[src/design/med1d_pkg.sv]
// Shared types and constants for the sliding-window median filter.
package med1d_pkg;

    // Default sizes, handed to the top-level parameters.
    localparam int WINDOW_MAX_DEF  = 15;
    localparam int SAMPLE_BITS_DEF = 16;

    // Window-size register and position counter.
    localparam int                  CFG_BITS        = 4;
    localparam logic [CFG_BITS-1:0] WINDOW_SIZE_RST = 4'd5;
    localparam int                  COUNT_BITS      = 16;

    // Controller states.
    typedef enum logic [1:0] {
        S_IDLE,
        S_LOAD,
        S_SKIP,
        S_SEARCH
    } t_state;

    // Commands from the controller to the datapath.
    typedef struct packed {
        logic push;        // shift an accepted sample into the window store
        logic load;        // copy the store into the working taps
        logic skip_shift;  // pre-shift the taps for a short vector
        logic next_cand;   // try the next median candidate
        logic emit;        // load the output register with the candidate
        logic advance;     // move the centre one element toward the newest
    } t_dp_cmd;

    // Status from the datapath to the controller.
    typedef struct packed {
        logic is_last;     // the item in work carried the last flag
        logic count_gt_k;  // enough samples to fill the centre tap
        logic skip_zero;   // no pre-shifts left
        logic cen_zero;    // the centre is the newest sample
        logic hit;         // the current candidate has the median rank
        logic out_free;    // the output register can take a result
    } t_dp_status;

endpackage

[src/design/med1d_dp.sv]
// Datapath: window store, working taps, rank counter and output register.
module med1d_dp #(
    parameter int WINDOW_MAX  = med1d_pkg::WINDOW_MAX_DEF,
    parameter int SAMPLE_BITS = med1d_pkg::SAMPLE_BITS_DEF
) (
    input  logic                               i_clk,
    input  logic                               i_rst_n,
    input  logic                               i_cfg_we,
    input  logic [med1d_pkg::CFG_BITS-1:0]     i_cfg_wdata,
    input  logic signed [SAMPLE_BITS-1:0]      i_sample,
    input  logic                               i_last,
    input  med1d_pkg::t_dp_cmd                 i_cmd,
    output med1d_pkg::t_dp_status              o_status,
    input  logic                               i_out_ready,
    output logic                               o_out_valid,
    output logic signed [SAMPLE_BITS-1:0]      o_filtered,
    output logic                               o_last_out
);

    localparam int         IW    = $clog2(WINDOW_MAX);
    localparam int         CW    = $clog2(WINDOW_MAX + 1);
    localparam int         CB    = med1d_pkg::COUNT_BITS;
    localparam logic [7:0] K_CAP = 8'((WINDOW_MAX - 1) / 2);

    logic [med1d_pkg::CFG_BITS-1:0]   r_ws;
    logic [CB-1:0]                    r_count;
    logic                             r_last;
    logic signed [SAMPLE_BITS-1:0]    r_store [WINDOW_MAX];
    logic signed [SAMPLE_BITS-1:0]    r_work  [WINDOW_MAX];
    logic [WINDOW_MAX-1:0]            r_wvalid;
    logic [IW-1:0]                    r_skip;
    logic [IW-1:0]                    r_cen;
    logic [IW-1:0]                    r_cand;
    logic                             r_ovalid;
    logic signed [SAMPLE_BITS-1:0]    r_filtered;
    logic                             r_last_out;

    logic [7:0]                       half8;
    logic [7:0]                       k8;
    logic [7:0]                       two_k8;
    logic [IW-1:0]                    k;
    logic [IW-1:0]                    two_k;
    logic                             short_vec;
    logic [IW-1:0]                    skip_nxt;
    logic [IW-1:0]                    cen_nxt;
    logic signed [SAMPLE_BITS-1:0]    eff [WINDOW_MAX];
    logic signed [SAMPLE_BITS-1:0]    centre;
    logic signed [SAMPLE_BITS-1:0]    cand_val;
    logic [WINDOW_MAX-1:0]            less_vec;
    logic [WINDOW_MAX-1:0]            same_vec;
    logic [CW:0]                      less_n;
    logic [CW:0]                      same_n;
    logic [CW:0]                      k_c;
    logic                             hit;

    // Half window, capped so that the window fits the store.
    always_comb begin
        half8  = {5'b0, r_ws[3:1]};
        k8     = (half8 > K_CAP) ? K_CAP : half8;
        two_k8 = {k8[6:0], 1'b0};
        k      = k8[IW-1:0];
        two_k  = two_k8[IW-1:0];
        k_c    = k8[CW:0];
    end

    // A vector no longer than the half window starts its flush with fewer centres.
    always_comb begin
        short_vec = (r_count - CB'(1)) < {8'b0, k8};
        skip_nxt  = short_vec ? IW'(k8 - (r_count[7:0] - 8'd1)) : '0;
        cen_nxt   = short_vec ? IW'(r_count[7:0] - 8'd1) : k;
    end

    // Taps outside the vector take the centre value; rank the candidate.
    always_comb begin
        centre   = r_work[k];
        for (int j = 0; j < WINDOW_MAX; j++) begin
            eff[j] = r_wvalid[j] ? r_work[j] : centre;
        end
        cand_val = eff[r_cand];
        for (int j = 0; j < WINDOW_MAX; j++) begin
            less_vec[j] = (8'(j) <= two_k8) && (eff[j] < cand_val);
            same_vec[j] = (8'(j) <= two_k8) && (eff[j] == cand_val);
        end
        less_n = (CW + 1)'($countones(less_vec));
        same_n = (CW + 1)'($countones(same_vec));
        hit    = (less_n <= k_c) && (k_c < less_n + same_n);
    end

    // Window-size register and the position counter.
    always_ff @(posedge i_clk) begin
        if (!i_rst_n) begin
            r_ws    <= med1d_pkg::WINDOW_SIZE_RST;
            r_count <= '0;
        end else if (i_cfg_we) begin
            r_ws    <= i_cfg_wdata;
            r_count <= '0;
        end else if (i_cmd.push) begin
            if (r_count != '1) begin
                r_count <= r_count + CB'(1);
            end
        end else if (i_cmd.load && r_last) begin
            r_count <= '0;
        end
    end

    // Window store, newest sample at index zero.
    always_ff @(posedge i_clk) begin
        if (i_cmd.push) begin
            r_store[0] <= i_sample;
            for (int j = 1; j < WINDOW_MAX; j++) begin
                r_store[j] <= r_store[j-1];
            end
            r_last <= i_last;
        end
    end

    // Working taps: store copy, shifted one place per alignment step or centre.
    always_ff @(posedge i_clk) begin
        if (i_cmd.load) begin
            for (int j = 0; j < WINDOW_MAX; j++) begin
                r_work[j]   <= r_store[j];
                r_wvalid[j] <= CB'(j) < r_count;
            end
            r_skip <= skip_nxt;
            r_cen  <= cen_nxt;
        end else if (i_cmd.skip_shift || i_cmd.advance) begin
            r_wvalid[0] <= 1'b0;
            for (int j = 1; j < WINDOW_MAX; j++) begin
                r_work[j]   <= r_work[j-1];
                r_wvalid[j] <= r_wvalid[j-1];
            end
            if (i_cmd.skip_shift) begin
                r_skip <= r_skip - IW'(1);
            end
            if (i_cmd.advance) begin
                r_cen <= r_cen - IW'(1);
            end
        end
    end

    // Candidate index of the rank search.
    always_ff @(posedge i_clk) begin
        if (!i_rst_n) begin
            r_cand <= '0;
        end else if (i_cmd.load || i_cmd.advance) begin
            r_cand <= '0;
        end else if (i_cmd.next_cand) begin
            r_cand <= r_cand + IW'(1);
        end
    end

    // Output register; a result waits here until its transfer.
    always_ff @(posedge i_clk) begin
        if (!i_rst_n) begin
            r_ovalid <= 1'b0;
        end else if (i_cmd.emit) begin
            r_ovalid <= 1'b1;
        end else if (i_out_ready) begin
            r_ovalid <= 1'b0;
        end
    end

    always_ff @(posedge i_clk) begin
        if (i_cmd.emit) begin
            r_filtered <= cand_val;
            r_last_out <= r_last && (r_cen == '0);
        end
    end

    assign o_out_valid = r_ovalid;
    assign o_filtered  = r_filtered;
    assign o_last_out  = r_last_out;

    // Status toward the controller.
    always_comb begin
        o_status.is_last    = r_last;
        o_status.count_gt_k = r_count > {8'b0, k8};
        o_status.skip_zero  = (r_skip == '0);
        o_status.cen_zero   = (r_cen == '0);
        o_status.hit        = hit;
        o_status.out_free   = !r_ovalid || i_out_ready;
    end

`ifndef SYNTH
    // The centre tap always lies inside the vector when a median is taken.
    a_centre_valid: assert property (@(posedge i_clk) disable iff (!i_rst_n)
        i_cmd.emit |-> r_wvalid[k])
        else $error("median taken with the centre tap outside the vector");

    // The rank search finds the median before it runs off the window.
    a_cand_bound: assert property (@(posedge i_clk) disable iff (!i_rst_n)
        i_cmd.next_cand |-> (r_cand < two_k))
        else $error("rank search stepped past the last tap");

    // A waiting result keeps its value until its transfer.
    a_out_hold: assert property (@(posedge i_clk) disable iff (!i_rst_n)
        (r_ovalid && !i_out_ready) |=> (r_ovalid && $stable(r_filtered)
                                        && $stable(r_last_out)))
        else $error("waiting result changed before its transfer");
`endif

endmodule

[src/design/med1d_ctrl.sv]
// Controller: sequences loading, short-vector alignment, rank search and output.
module med1d_ctrl (
    input  logic                  i_clk,
    input  logic                  i_rst_n,
    input  logic                  i_in_valid,
    output logic                  o_in_ready,
    input  med1d_pkg::t_dp_status i_status,
    output med1d_pkg::t_dp_cmd    o_cmd
);

    med1d_pkg::t_state r_state;
    med1d_pkg::t_state n_state;

    // State register.
    always_ff @(posedge i_clk) begin
        if (!i_rst_n) begin
            r_state <= med1d_pkg::S_IDLE;
        end else begin
            r_state <= n_state;
        end
    end

    // Next state and commands.
    always_comb begin
        n_state    = r_state;
        o_cmd      = '0;
        o_in_ready = 1'b0;
        case (r_state)
            med1d_pkg::S_IDLE: begin
                o_in_ready = 1'b1;
                if (i_in_valid) begin
                    o_cmd.push = 1'b1;
                    n_state    = med1d_pkg::S_LOAD;
                end
            end
            med1d_pkg::S_LOAD: begin
                o_cmd.load = 1'b1;
                if (i_status.is_last) begin
                    n_state = med1d_pkg::S_SKIP;
                end else if (i_status.count_gt_k) begin
                    n_state = med1d_pkg::S_SEARCH;
                end else begin
                    n_state = med1d_pkg::S_IDLE;
                end
            end
            med1d_pkg::S_SKIP: begin
                if (i_status.skip_zero) begin
                    n_state = med1d_pkg::S_SEARCH;
                end else begin
                    o_cmd.skip_shift = 1'b1;
                end
            end
            med1d_pkg::S_SEARCH: begin
                if (!i_status.hit) begin
                    o_cmd.next_cand = 1'b1;
                end else if (i_status.out_free) begin
                    o_cmd.emit = 1'b1;
                    if (i_status.is_last && !i_status.cen_zero) begin
                        o_cmd.advance = 1'b1;
                    end else begin
                        n_state = med1d_pkg::S_IDLE;
                    end
                end
            end
            default: begin
                n_state = med1d_pkg::S_IDLE;
            end
        endcase
    end

`ifndef SYNTH
    // A result is never written over one that still waits for its transfer.
    a_emit_free: assert property (@(posedge i_clk) disable iff (!i_rst_n)
        o_cmd.emit |-> i_status.out_free)
        else $error("output register overwritten");

    // Every accepted sample is followed by a load of the working taps.
    a_push_load: assert property (@(posedge i_clk) disable iff (!i_rst_n)
        o_cmd.push |=> o_cmd.load)
        else $error("accepted sample not loaded");

    // Alignment shifts only happen while flushing a vector.
    a_skip_last: assert property (@(posedge i_clk) disable iff (!i_rst_n)
        o_cmd.skip_shift |-> (i_status.is_last && !i_status.skip_zero))
        else $error("alignment shift outside a flush");
`endif

endmodule

[src/design/median_filter_1d.sv]
// Sliding-window median filter over a vector of signed samples.
// Input channel: i_in_valid / o_in_ready carry i_sample and i_last; i_last
// marks the final sample of a vector. Output channel: o_out_valid /
// i_out_ready carry o_filtered and o_last_out; o_last_out marks the final
// filtered element. The window size is written through i_cfg_we and
// i_cfg_wdata; the user must write it only while the block is idle, which
// the block itself does not enforce. A write also starts a new vector.
// Each output is the median of the 2k+1 taps around one element, k being
// half the window size, capped at (WINDOW_MAX-1)/2; taps outside the
// vector take the centre value. Outputs lag the input by k samples; the
// last sample flushes the rest. A sample is loaded in the cycle after its
// transfer, and the median is found by rank counting, one candidate tap
// per cycle. A flush adds alignment shifts for a short vector, then a
// search for each further result. Reset clears the window size to 5 and
// the position count to zero.
// A new sample is taken while a result waits in the output register; when
// the receiver stalls, the next result holds the search until it drains.
module median_filter_1d #(
    parameter int WINDOW_MAX  = med1d_pkg::WINDOW_MAX_DEF,
    parameter int SAMPLE_BITS = med1d_pkg::SAMPLE_BITS_DEF
) (
    input  logic                            i_clk,
    input  logic                            i_rst_n,
    input  logic                            i_cfg_we,
    input  logic [med1d_pkg::CFG_BITS-1:0]  i_cfg_wdata,
    input  logic                            i_in_valid,
    output logic                            o_in_ready,
    input  logic signed [SAMPLE_BITS-1:0]   i_sample,
    input  logic                            i_last,
    output logic                            o_out_valid,
    input  logic                            i_out_ready,
    output logic signed [SAMPLE_BITS-1:0]   o_filtered,
    output logic                            o_last_out
);

    med1d_pkg::t_dp_cmd    cmd;
    med1d_pkg::t_dp_status status;

    // Sequencer.
    med1d_ctrl u_ctrl (
        .i_clk      (i_clk),
        .i_rst_n    (i_rst_n),
        .i_in_valid (i_in_valid),
        .o_in_ready (o_in_ready),
        .i_status   (status),
        .o_cmd      (cmd)
    );

    // Window storage and median selection.
    med1d_dp #(
        .WINDOW_MAX  (WINDOW_MAX),
        .SAMPLE_BITS (SAMPLE_BITS)
    ) u_dp (
        .i_clk       (i_clk),
        .i_rst_n     (i_rst_n),
        .i_cfg_we    (i_cfg_we),
        .i_cfg_wdata (i_cfg_wdata),
        .i_sample    (i_sample),
        .i_last      (i_last),
        .i_cmd       (cmd),
        .o_status    (status),
        .i_out_ready (i_out_ready),
        .o_out_valid (o_out_valid),
        .o_filtered  (o_filtered),
        .o_last_out  (o_last_out)
    );

endmodule
[config.mk]
export PLATFORM = sky130hd
export DESIGN_NAME = median_filter_1d
export DESIGN_NICKNAME = d
export VERILOG_FILES = /design/src/design/med1d_pkg.sv /design/src/design/med1d_dp.sv /design/src/design/med1d_ctrl.sv /design/src/design/median_filter_1d.sv
export SDC_FILE = /design/constraint.sdc
export NUM_CORES = 1
export LEC_CHECK = 0
export BUFFER_PORTS_ARGS = -buffer_cell sky130_fd_sc_hd__buf_4
export CORE_ASPECT_RATIO = 1.1
export CORE_UTILIZATION = 51
export CTS_CLUSTER_DIAMETER = 100
export DETAILED_ROUTE_END_ITERATION = 6
export GPL_TIMING_DRIVEN = 0
export PLACE_DENSITY = 0.66
export SLEW_MARGIN = 0
export SYNTH_ARGS = -nofsm -noshare
export SYNTH_HDL_FRONTEND = slang
export SYNTH_SLANG_ARGS = --single-unit
[constraint.sdc]
create_clock -name i_clk -period 19.9 [get_ports i_clk]
set_input_delay 4.975 -clock i_clk [delete_from_list [all_inputs] [get_ports i_clk]]
set_output_delay 4.975 -clock i_clk [all_outputs]
set_load 0.02 [all_outputs]
=== Word-level counts from Yosys, hierarchy flattened ===
Memory sizes are Yosys's and may differ from the RTL's. A register that Yosys moved wholly into a read port is not among the register bits.
Cells that the tools add are included.

* Add/sub/neg operators: 36
* Magnitude comparators: 50
* Eq/ne operators: 25
* Muxes and demuxes: 75
* Bitwise operators: 16
* Reductions and logical operators: 53

{| class="wikitable"
|+ Operators with widths
! cell !! count
|-
| 16-bit two-way mux || 34
|-
| 16-bit equality test || 15
|-
| 16-bit < comparator || 15
|-
| 4-bit by 16-bit < comparator with 1-bit output, first input constant || 7
|-
| 5-bit adder || 13
|-
| 16-bit binary-select mux with 4-bit select || 1
|-
| 3-bit by 16-bit < comparator with 1-bit output, first input constant || 4
|-
| 4-bit two-way mux || 10
|-
| 1-bit logical AND || 34
|-
| 1-bit by 16-bit < comparator with 1-bit output, first input constant || 2
|-
| 2-bit by 16-bit < comparator with 1-bit output, first input constant || 2
|-
| 15-bit two-way mux || 2
|-
| 1-bit by 1-bit adder with 2-bit output || 14
|-
| 4-bit less-or-equal comparator, first input constant || 7
|-
| 2-bit two-way mux || 9
|-
| 1-bit two-way mux || 17
|-
| 16-bit by 1-bit adder with 16-bit output, second input constant || 1
|-
| 16-bit by 3-bit greater-than comparator with 1-bit output || 1
|-
| 3-bit by 4-bit less-or-equal comparator with 1-bit output, first input constant || 4
|-
| 16-bit by 3-bit < comparator with 1-bit output || 1
|-
| 16-bit != test, second input constant || 1
|-
| 16-bit by 1-bit subtractor with 16-bit output, second input constant || 1
|-
| 1-bit OR || 14
|-
| 4-bit by 1-bit subtractor with 4-bit output, second input constant || 3
|-
| 24 further kinds || 43
|}

* Register bits after elaboration: 68
* Memory bits (writable): 480
* Bits of input ports: 26
* Output and inout port bits: 19
* Logic and storage cells: 268
* Memories: 2

{| class="wikitable"
|+ Memories
! memory !! words !! bits a word !! rd ports !! clocked after memory_dff !! wr ports !! RTL line !! text
|-
| u_dp.r_store || 15 || 16 || 15 || 0 || 15 || med1d_dp.sv:28 || <nowiki>logic signed [SAMPLE_BITS-1:0] r_store [WINDOW_MAX];</nowiki>
|-
| u_dp.r_work || 15 || 16 || 16 || 1 || 15 || med1d_dp.sv:29 || <nowiki>logic signed [SAMPLE_BITS-1:0] r_work [WINDOW_MAX];</nowiki>
|}

=== Longest topological paths before layout ===
Gate-level depths: netlist of run 1.
An unclocked memory read counts as a cell.

* Word-level depth: 21
* Depth in mapped cells: 46
* Mapped depth without buffers: 40

=== Hierarchy ===
A second synthesis of run 1 with hierarchy kept.

* Cell total of the unflattened synthesis: 2515
* Area, all modules: 32894.0 um^2

{| class="wikitable"
|+ By module, submodules not included
! module !! times used !! cells each !! area each (um^2) !! sequential area each (um^2)
|-
| med1d_dp || 1 || 2493 || 32733.9 || 16185.5
|-
| med1d_ctrl || 1 || 22 || 160.2 || 40.0
|}

=== Worst setup path after synthesis of run 1 ===
No wires, ideal clock.

* Path kind: register to register
* From: reg (tool-made name)
* To: mem u_dp.r_work[10][0] (netlist bit) (enable)
* Setup time: 0.626 ns
* Data arrival time: 15.994 ns
* Data required time: 19.274 ns
* Slack: 3.280 ns
* Cell stages (with the launch flop): 43
* Path buffers: 3
* Clock period less this slack: 16.620 ns
* Cells stage by stage: dfxtp_1 > buf_6 > buf_4 > mux4_2 > mux2_2 > buf_2 > nor2_1 > nor3_1 > a2111oi_0 > nand2_1 > o21bai_1 > ha_1 > nor2b_1 > o21a_1 > o21ai_0 > a21oi_1 > o31a_1 > or4_1 > [7 not listed] > ha_1 > inv_1 > fa_1 > inv_1 > fa_1 > inv_1 > fa_1 > fa_1 > inv_1 > ha_1 > inv_1 > fa_1 > ha_1 > a21oi_1 > or3_1 > nand3_1 > o21ai_0 > nand2b_1

{| class="wikitable"
|+ RTL lines
! item !! RTL line
|-
| end: declaration || med1d_dp.sv:29
|}

==> results of run 1 <==
## placed cells by master, fill, tap and decap left out, drive strengths merged, types with 10 or more instances in the layout
master   netlist  final
o21ai         45     45
xor2          16     16
mux2         351    351
nor3          38     38
buf           51    110
o21a          36     36
a2111oi       20     20
fa            23     23
a21o          51     51
o21bai        17     17
nand2b        15     15
ha           284    284
mux2i         53     53
nor2b         52     52
o221ai        10     10
a21oi        112    112
clkbuf        80    152
nand3         18     18
nor4          13     13
mux4          38     38
inv           92     95
edfxtp       521    521
nand4         54     54
nor2         152    152
xnor2         12     12
clkinv         1     21
nand2        343    343
o22ai         23     23
dfxtp         29     29
## power by group through the flow
stage                     sequential, uW  clock, uW  combinational, uW
after floorplan                     1980          0               2840
after global placement              2140          0               4000
after detailed placement            2010          0               4200
after CTS                           1990       1120               4220
after global routing                2030       1160               4640
final                               2010       1100               4240
## layout make-up
| cell class | count | area (um^2) | share of cell area |
|---|---|---|---|
| plain buffers | 131 | 579 | 0.0158 |
| clock buffers | 71 | 1530 | 0.0419 |
| inverters | 93 | 349 | 0.00955 |
| repair buffers | 60 | 669 | 0.0183 |
| diodes | 1 | 2.50 | 0.0000684 |
| well taps | 841 | 1050 | 0.0288 |
| clock inverters | 33 | 377 | 0.0103 |
| flip-flops and latches | 550 | 16200 | 0.444 |
| multi-input cells | 1910 | 15800 | 0.432 |
## final timing paths
path                            slack, ps                           end
worst min register to register        440  u_dp.r_store[5][7]$_DFFE_PP_
worst max-delay path                 5220  u_dp.r_work[3][10]$_DFFE_PP_
worst max register to register       5220  u_dp.r_work[3][10]$_DFFE_PP_
worst min-delay path                  440  u_dp.r_store[5][7]$_DFFE_PP_
## cells in the mapped netlist (all sizes together) (29+ instances only)
cell type    n
a21o        51
a21oi      112
buf         51
clkbuf      80
dfxtp       29
edfxtp     521
ha         284
inv         92
mux2       351
mux2i       53
mux4        38
nand2      343
nand4       54
nor2       152
nor2b       52
nor3        38
o21a        36
o21ai       45
## sequential cells by signal, summed over array words and instances, names as in the netlist, named ones only
| name | flops |
|---|---|
| u_dp.r_last | 1 |
| u_dp.o_last_out | 1 |
| u_ctrl.r_state | 1 |
| u_dp.r_store | 240 |
| u_dp.o_out_valid | 1 |
| u_dp.r_cen | 4 |
| u_dp.r_count | 16 |
| u_dp.o_filtered | 16 |
| u_dp.r_skip | 4 |
| u_dp.r_cand | 4 |
| u_dp.r_ws | 3 |
| u_dp.r_wvalid | 15 |
| u_dp.r_work | 240 |
## through the flow
step / hold WS (ps) / worst slack, ps / utilization / TNS (ps) / area [um^2]
floorplan: 420 / 3280 / - / 0 / 32900
detailed placement: 429 / 5300 / 0.544 / 0 / 34600
finish: 439 / 5220 / 0.574 / 0 / 36600
global route: 448 / 4920 / 0.574 / 0 / 36600
global placement: 423 / -3330 / 0.538 / -738580 / 34300
CTS: 437 / 5280 / 0.574 / 0 / 36500
## cells by family after synthesis
| logic type | after synthesis | share of synthesized area |
|---|---|---|
| muxes | 442 | 0.163 |
| buffers and inverters | 224 | 0.0281 |
| adders and majority gates | 307 | 0.122 |
| and+or+nand+nor | 720 | 0.0982 |
| AOI/OAI and AO/OA | 413 | 0.0875 |
| xor gates and xnor gates | 28 | 0.00746 |
| DFF | 550 | 0.493 |
## per-layer routing
metal	vias to the layer above	share of wire
li1	10401	-
met1	11472	0.41
met2	960	0.47
met3	257	0.068
met4	0	0.050
met5	-	0
==> impl_results.md, run 1 <==
* Outcome: complete, no violations
* Cell depth of the worst setup path at 40
* CP startpoint kind: register
* Pint at 4110 uW
* Synth-to-layout area growth at 11.2%
* Top-level port count at 45
* Crit. End Element: register
* Synth top area share at 0.476
* Cell Rows at 97
* Worst-skew pair later-pin latency at 630 ps
* Yosys top cell by area: edfxtp_1
* GR Overflow Total at 0
* Vias at 23090
* Setup crit start: u_dp.r_cand[1]$_SDFFE_PP0P_
* Wire length per cell at 29.5 um
* Post-Layout Cell Count at 3690
* Drc violations at 0
* Worst reg-to-reg path cell count at 40
* H-tree levels at 2
* Clock buffer depth at 3
* Max-Cap Viols at 0
* Number of buffers created by CTS at 57
* Initial DRC count at 2023
* Layout Nets at 3136
* Chip Height at 268 um
* CTS tree: built
* CP max FO at 56
* CTS sink cnt at 550
* Share of layout cells above drive strength 1 at 0.210
* Drt pass-1 iters at 7
* Clock root cell: clkbuf_16
* CP bufs+invs at 12
* Final Max Slew Viols at 0
* Synth Net Count at 3017
* Min Tclk post-route at 14680 ps
* Die width at 244 um
* Worst R2R Start: u_dp.r_cand[1]$_SDFFE_PP0P_
* Reg clk slew, reported paths at 60 ps
* Largest net degree at the start of global routing at 66
* Die area at 65500 um^2
* Global-route met3 utilization at 0.0459
* Cell repeated most along the worst path: fa_1
* Post-synth EDFFs at 521
* First-pass GRT wire length at 156 mm
* Fmax at 68.1 MHz
* Total power at 7350 uW
* Synth warn at 0
* Worst slew pin tran at 1490 ps
* Final Cycle Share at 0.738
* Synth async-reset ratio at 0
* Max incr delay on CP at 1130 ps
* Tightest Hold Check Type: register to register
* Synth area leaders: edfxtp_1 48%, mux2_2 12%, ha_1 11%
* Switching pwr at 3240 uW
* WL final at 109 mm
* Setup Crit Path Kind: register to register
* GR Layer Usage met1 at 0.427
* Routed vias/inst at 6.26
* DPL Wire Length at 86.0 mm
* Total GRT Usage at 0.332
* Cts hold-fix bufs at 0
* Vias in the first global route at 23098
* Setup Fix Bufs, Post-CTS at 0
* Met2 GRT Util at 0.556
* Unrepaired setup endpoints after global routing: no
* Netlist cell types at 71
* Hold path cells at 0
* Antenna Nets Post-Route at 0
* Dpl cells at 3583
* Pwr Density at 201 nW/um^2
* Hold Path Origin: u_dp.r_store[4][7]$_DFFE_PP_
* Delay-heaviest family, CP: adder cells
* Comb power frac at 0.577
* Register area share after synthesis at 0.493
* Placer Congestion at 1.00
* CORE AREA at 63700 um^2
* Fillers at 5207
* Top_reg_cell synth: edfxtp_1
* Initial antenna violation count at 2
* CTS resizes at 0
* Switch share at 0.441
* Finish-stage setup viols at 0
* Peak supply drop at 0.000135 V
* Synth Instances at 2684
* Mean Syn Cell Area at 12.3 um^2
* Crit path arrival time at 14960 ps
* Leak at 0.0142 uW
* Clk_skew at 23.0 ps
* CP max-delay cell: clkbuf_1
* Mapped Area at 32900 um^2
* Final Hold Fails at 0
* Initial Util at 0.516
* Flops & latches, synth at 550
* IO Port Bufs at 43
* Clk pwr share at 0.150
* WP data required at 20180 ps
* GR peak layer: met2
* Relative slew slack at 0.00955
* Seq pwr share at 0.273
No activity file was read; power rests on OpenSTA's default activity.
==> run 2, diff against run 1 <==
--- a/config.mk
+++ b/config.mk
@@ -11,7 +11,7 @@
 export CTS_CLUSTER_DIAMETER = 100
 export DETAILED_ROUTE_END_ITERATION = 6
 export GPL_TIMING_DRIVEN = 0
-export PLACE_DENSITY = 0.66
+export PLACE_DENSITY = 0.68
 export SLEW_MARGIN = 0
 export SYNTH_ARGS = -nofsm -noshare
 export SYNTH_HDL_FRONTEND = slang
==> constraint.sdc (replaced) <==
create_clock -name i_clk -period 13.5 [get_ports i_clk]
set_input_delay 3.375 -clock i_clk [delete_from_list [all_inputs] [get_ports i_clk]]
set_output_delay 3.375 -clock i_clk [all_outputs]
set_load 0.02 [all_outputs]
==> impl_results.md, run 2 (same netlist as run 1, synthesis figures left out) <==
* Antenna Nets Post-Route at 0 (unchanged)
* Synth-to-layout area growth at 12.2% (was 11.2%)
* Final Cycle Share at 0.981 (was 0.738)
* Layout Nets at 3142 (was 3136)
* Relative slew slack at 0.138 (was 0.00955)
* Most frequent cells in the layout: 521 x edfxtp_1, 345 x mux2_2, 342 x nand2_1, 284 x ha_1, 150 x nor2_1 (was 521 x edfxtp_1, 345 x mux2_2, 343 x nand2_1, 284 x ha_1, 152 x nor2_1)
* Wire length per cell at 29.9 um (was 29.5 um)
* Top-level port count at 45 (unchanged)
* H-tree levels at 2 (unchanged)
* Biggest regs: u_dp.r_store: 240 flops, u_dp.r_work: 240 flops (unchanged)
* Number of buffers created by CTS at 59 (was 57)
* Pwr Density at 291 nW/um^2 (was 201 nW/um^2)
* Vias in the first global route at 23294 (was 23098)
* Final Max Slew Viols at 0 (unchanged)
* Worst reg-to-reg path cell count at 45 (was 40)
* Fillers at 5157 (was 5207)
* Die area at 65500 um^2 (unchanged)
* Worst slew pin tran at 1290 ps (was 1490 ps)
* Final Hold Fails at 0 (unchanged)
* Cell Rows at 97 (unchanged)
* Critical R2R Capture: u_dp.r_work[7][0]$_DFFE_PP_ (was u_dp.r_work[3][10]$_DFFE_PP_)
* GR Overflow Total at 0 (unchanged)
* Max-Cap Viols at 0 (unchanged)
* Total GRT Usage at 0.337 (was 0.332)
* Vias at 23506 (was 23090)
* Fmax at 75.5 MHz (was 68.1 MHz)
* Drc violations at 5 (was 0)
* Min Tclk post-route at 13240 ps (was 14680 ps)
* Total power at 10700 uW (was 7350 uW)
* Tightest Hold Check Type: register to register (unchanged)
* Initial DRC count at 2217 (was 2023)
* Cell repeated most along the worst path: fa_1 (unchanged)
* Largest net degree at the start of global routing at 66 (unchanged)
* IO Port Bufs at 43 (unchanged)
* Peak supply drop at 0.000193 V (was 0.000135 V)
* DPL Wire Length at 86.3 mm (was 86.0 mm)
* Outcome: complete, but fails checks (was complete, no violations)
* Setup Crit Path Kind: register to register (unchanged)
* Initial Util at 0.516 (unchanged)
* Hold EP: u_dp.r_store[3][8]$_DFFE_PP_ (was u_dp.r_store[5][7]$_DFFE_PP_)
* Share of layout cells above drive strength 1 at 0.220 (was 0.210)
* Initial antenna violation count at 2 (unchanged)
* CP startpoint kind: register (unchanged)
* Clk_skew at 23.4 ps (was 23.0 ps)
* Max incr delay on CP at 700 ps (was 1130 ps)
* Finish-stage setup viols at 0 (unchanged)
* Clock buffer depth at 3 (unchanged)
* CTS tree: built (unchanged)
* Placer Congestion at 1.00 (about the same)
* Crit. End Element: register (unchanged)
* Failing checks: DRC
* First-pass GRT wire length at 157 mm (was 156 mm)
* CORE AREA at 63700 um^2 (unchanged)
* Die width at 244 um (unchanged)
* Clock root cell: clkbuf_16 (unchanged)
* Dpl cells at 3583 (unchanged)
* Hold path cells at 0 (unchanged)
* Hold Path Origin: u_dp.r_store[2][8]$_DFFE_PP_ (was u_dp.r_store[4][7]$_DFFE_PP_)
* Drt pass-1 iters at 7 (unchanged)
* Crit path arrival time at 13610 ps (was 14960 ps)
* WP data required at 13870 ps (was 20180 ps)
* Leak at 0.0143 uW (was 0.0142 uW)
* Leading cell type in the layout, fill and taps excluded: edfxtp_1 (unchanged)
* Routed vias/inst at 6.35 (was 6.26)
* CP max-delay cell: a2111oi_0 (was clkbuf_1)
* Post-Layout Cell Count at 3700 (was 3690)
* CTS sink cnt at 550 (unchanged)
* CP max FO at 11 (was 56)
* R2R Setup Slk at 260 ps (was 5220 ps)
* WL final at 111 mm (was 109 mm)
* Worst-skew pair later-pin latency at 640 ps (was 630 ps)
* Chip Height at 268 um (unchanged)
* Cts hold-fix bufs at 0 (unchanged)
* Reg clk slew, reported paths at 60 ps (about the same)
run 2: changes by cell type in the layout (fill, tap and decap cells not counted), moves of 5 or more:
cell | previous run | this run
clkbuf_4 | 1 | 7
o21bai_2 | 8 | 1
buf_2 | 32 | 23
clkbuf_1 | 88 | 79
o21bai_4 | 0 | 7
clkbuf_2 | 3 | 8
buf_4 | 44 | 50
run 2: layout make-up:
type,instances,area (um^2),share of cell area
Multi-Input combinational cell,1912,15900,0.431
Tap cell,841,1050,0.0285
Buffer,131,633,0.0172
Antenna cell,1,2.50,0.0000678
Inverter,93,349,0.00946
Timing Repair Buffer,62,676,0.0183
Clock inverter,40,477,0.0129
Sequential cell,550,16200,0.440
Clock buffer,70,1560,0.0423
run 2: through the flow:
step                      setup TNS, ps  area, um^2  utilization  hold WS, ps  setup slack (ps)
after floorplan                       0       32900            -          420               794
after global placement         -1312930       34300        0.538          422             -3570
after detailed placement        -291120       34600        0.544          427             -1350
after CTS                             0       36800        0.577          438              33.0
after global routing              -23.6       36900        0.579          441             -12.5
final                                 0       36900        0.579          436               261
run 2: worst max-delay path by stage:
| stage | slack, ps | from | to | depth (start not counted) |
|---|---|---|---|---|
| after floorplan | 790 | register | u_dp.r_work[10][0]$_DFFE_PP_ | 42 |
| after global placement | -3570 | i_in_valid | u_dp.r_count[9]$_SDFFE_PP0P_ | 8 |
| after detailed placement | -1350 | u_dp.r_cand[1]$_SDFFE_PP0P_ | u_dp.r_work[3][12]$_DFFE_PP_ | 44 |
| after CTS | 30 | register | u_dp.r_work[8][1]$_DFFE_PP_ | 46 |
| after global routing | -10 | register | u_dp.r_work[7][0]$_DFFE_PP_ | 44 |
| final | 260 | register | u_dp.r_work[7][0]$_DFFE_PP_ | 45 |
run 2: layer usage:
metal / routed length [um] / vias to the layer above / global-route usage
met2: 51700 / 1031 / 0.553
met4: 5940 / 0 / 0.165
met1: 45400 / 11802 / 0.444
met3: 7540 / 238 / 0.0442
li1: - / 10435 / -
met5: 0 / - / 0
run 2: repair_timing:
item                                   4_1_cts  5_1_grt
setup endpoints to repair                  400      359
gates resized for setup                     22       30
setup buffers                                0        4
endpoints found under the hold margin        0        0
cloned                                       2        0
pin swaps                                    1        2
run 2: power breakdown:
part           internal, uW  leakage, uW  switching (uW)
Clock                  1020     0.000990             702
Combinational          2430      0.00812            3650
Sequential             2580      0.00517             341
Total                  6030       0.0143            4700
run 2: worst max-delay path: cells and delay by family, from the launching register on:
| kind | cells | cell delay [ps] |
|---|---|---|
| compound gates | 8 | 2190 |
| fa+ha+maj | 13 | 4960 |
| mux | 3 | 1120 |
| flops | 1 | 480 |
| buf+inv | 14 | 2560 |
| simple gates | 7 | 1620 |
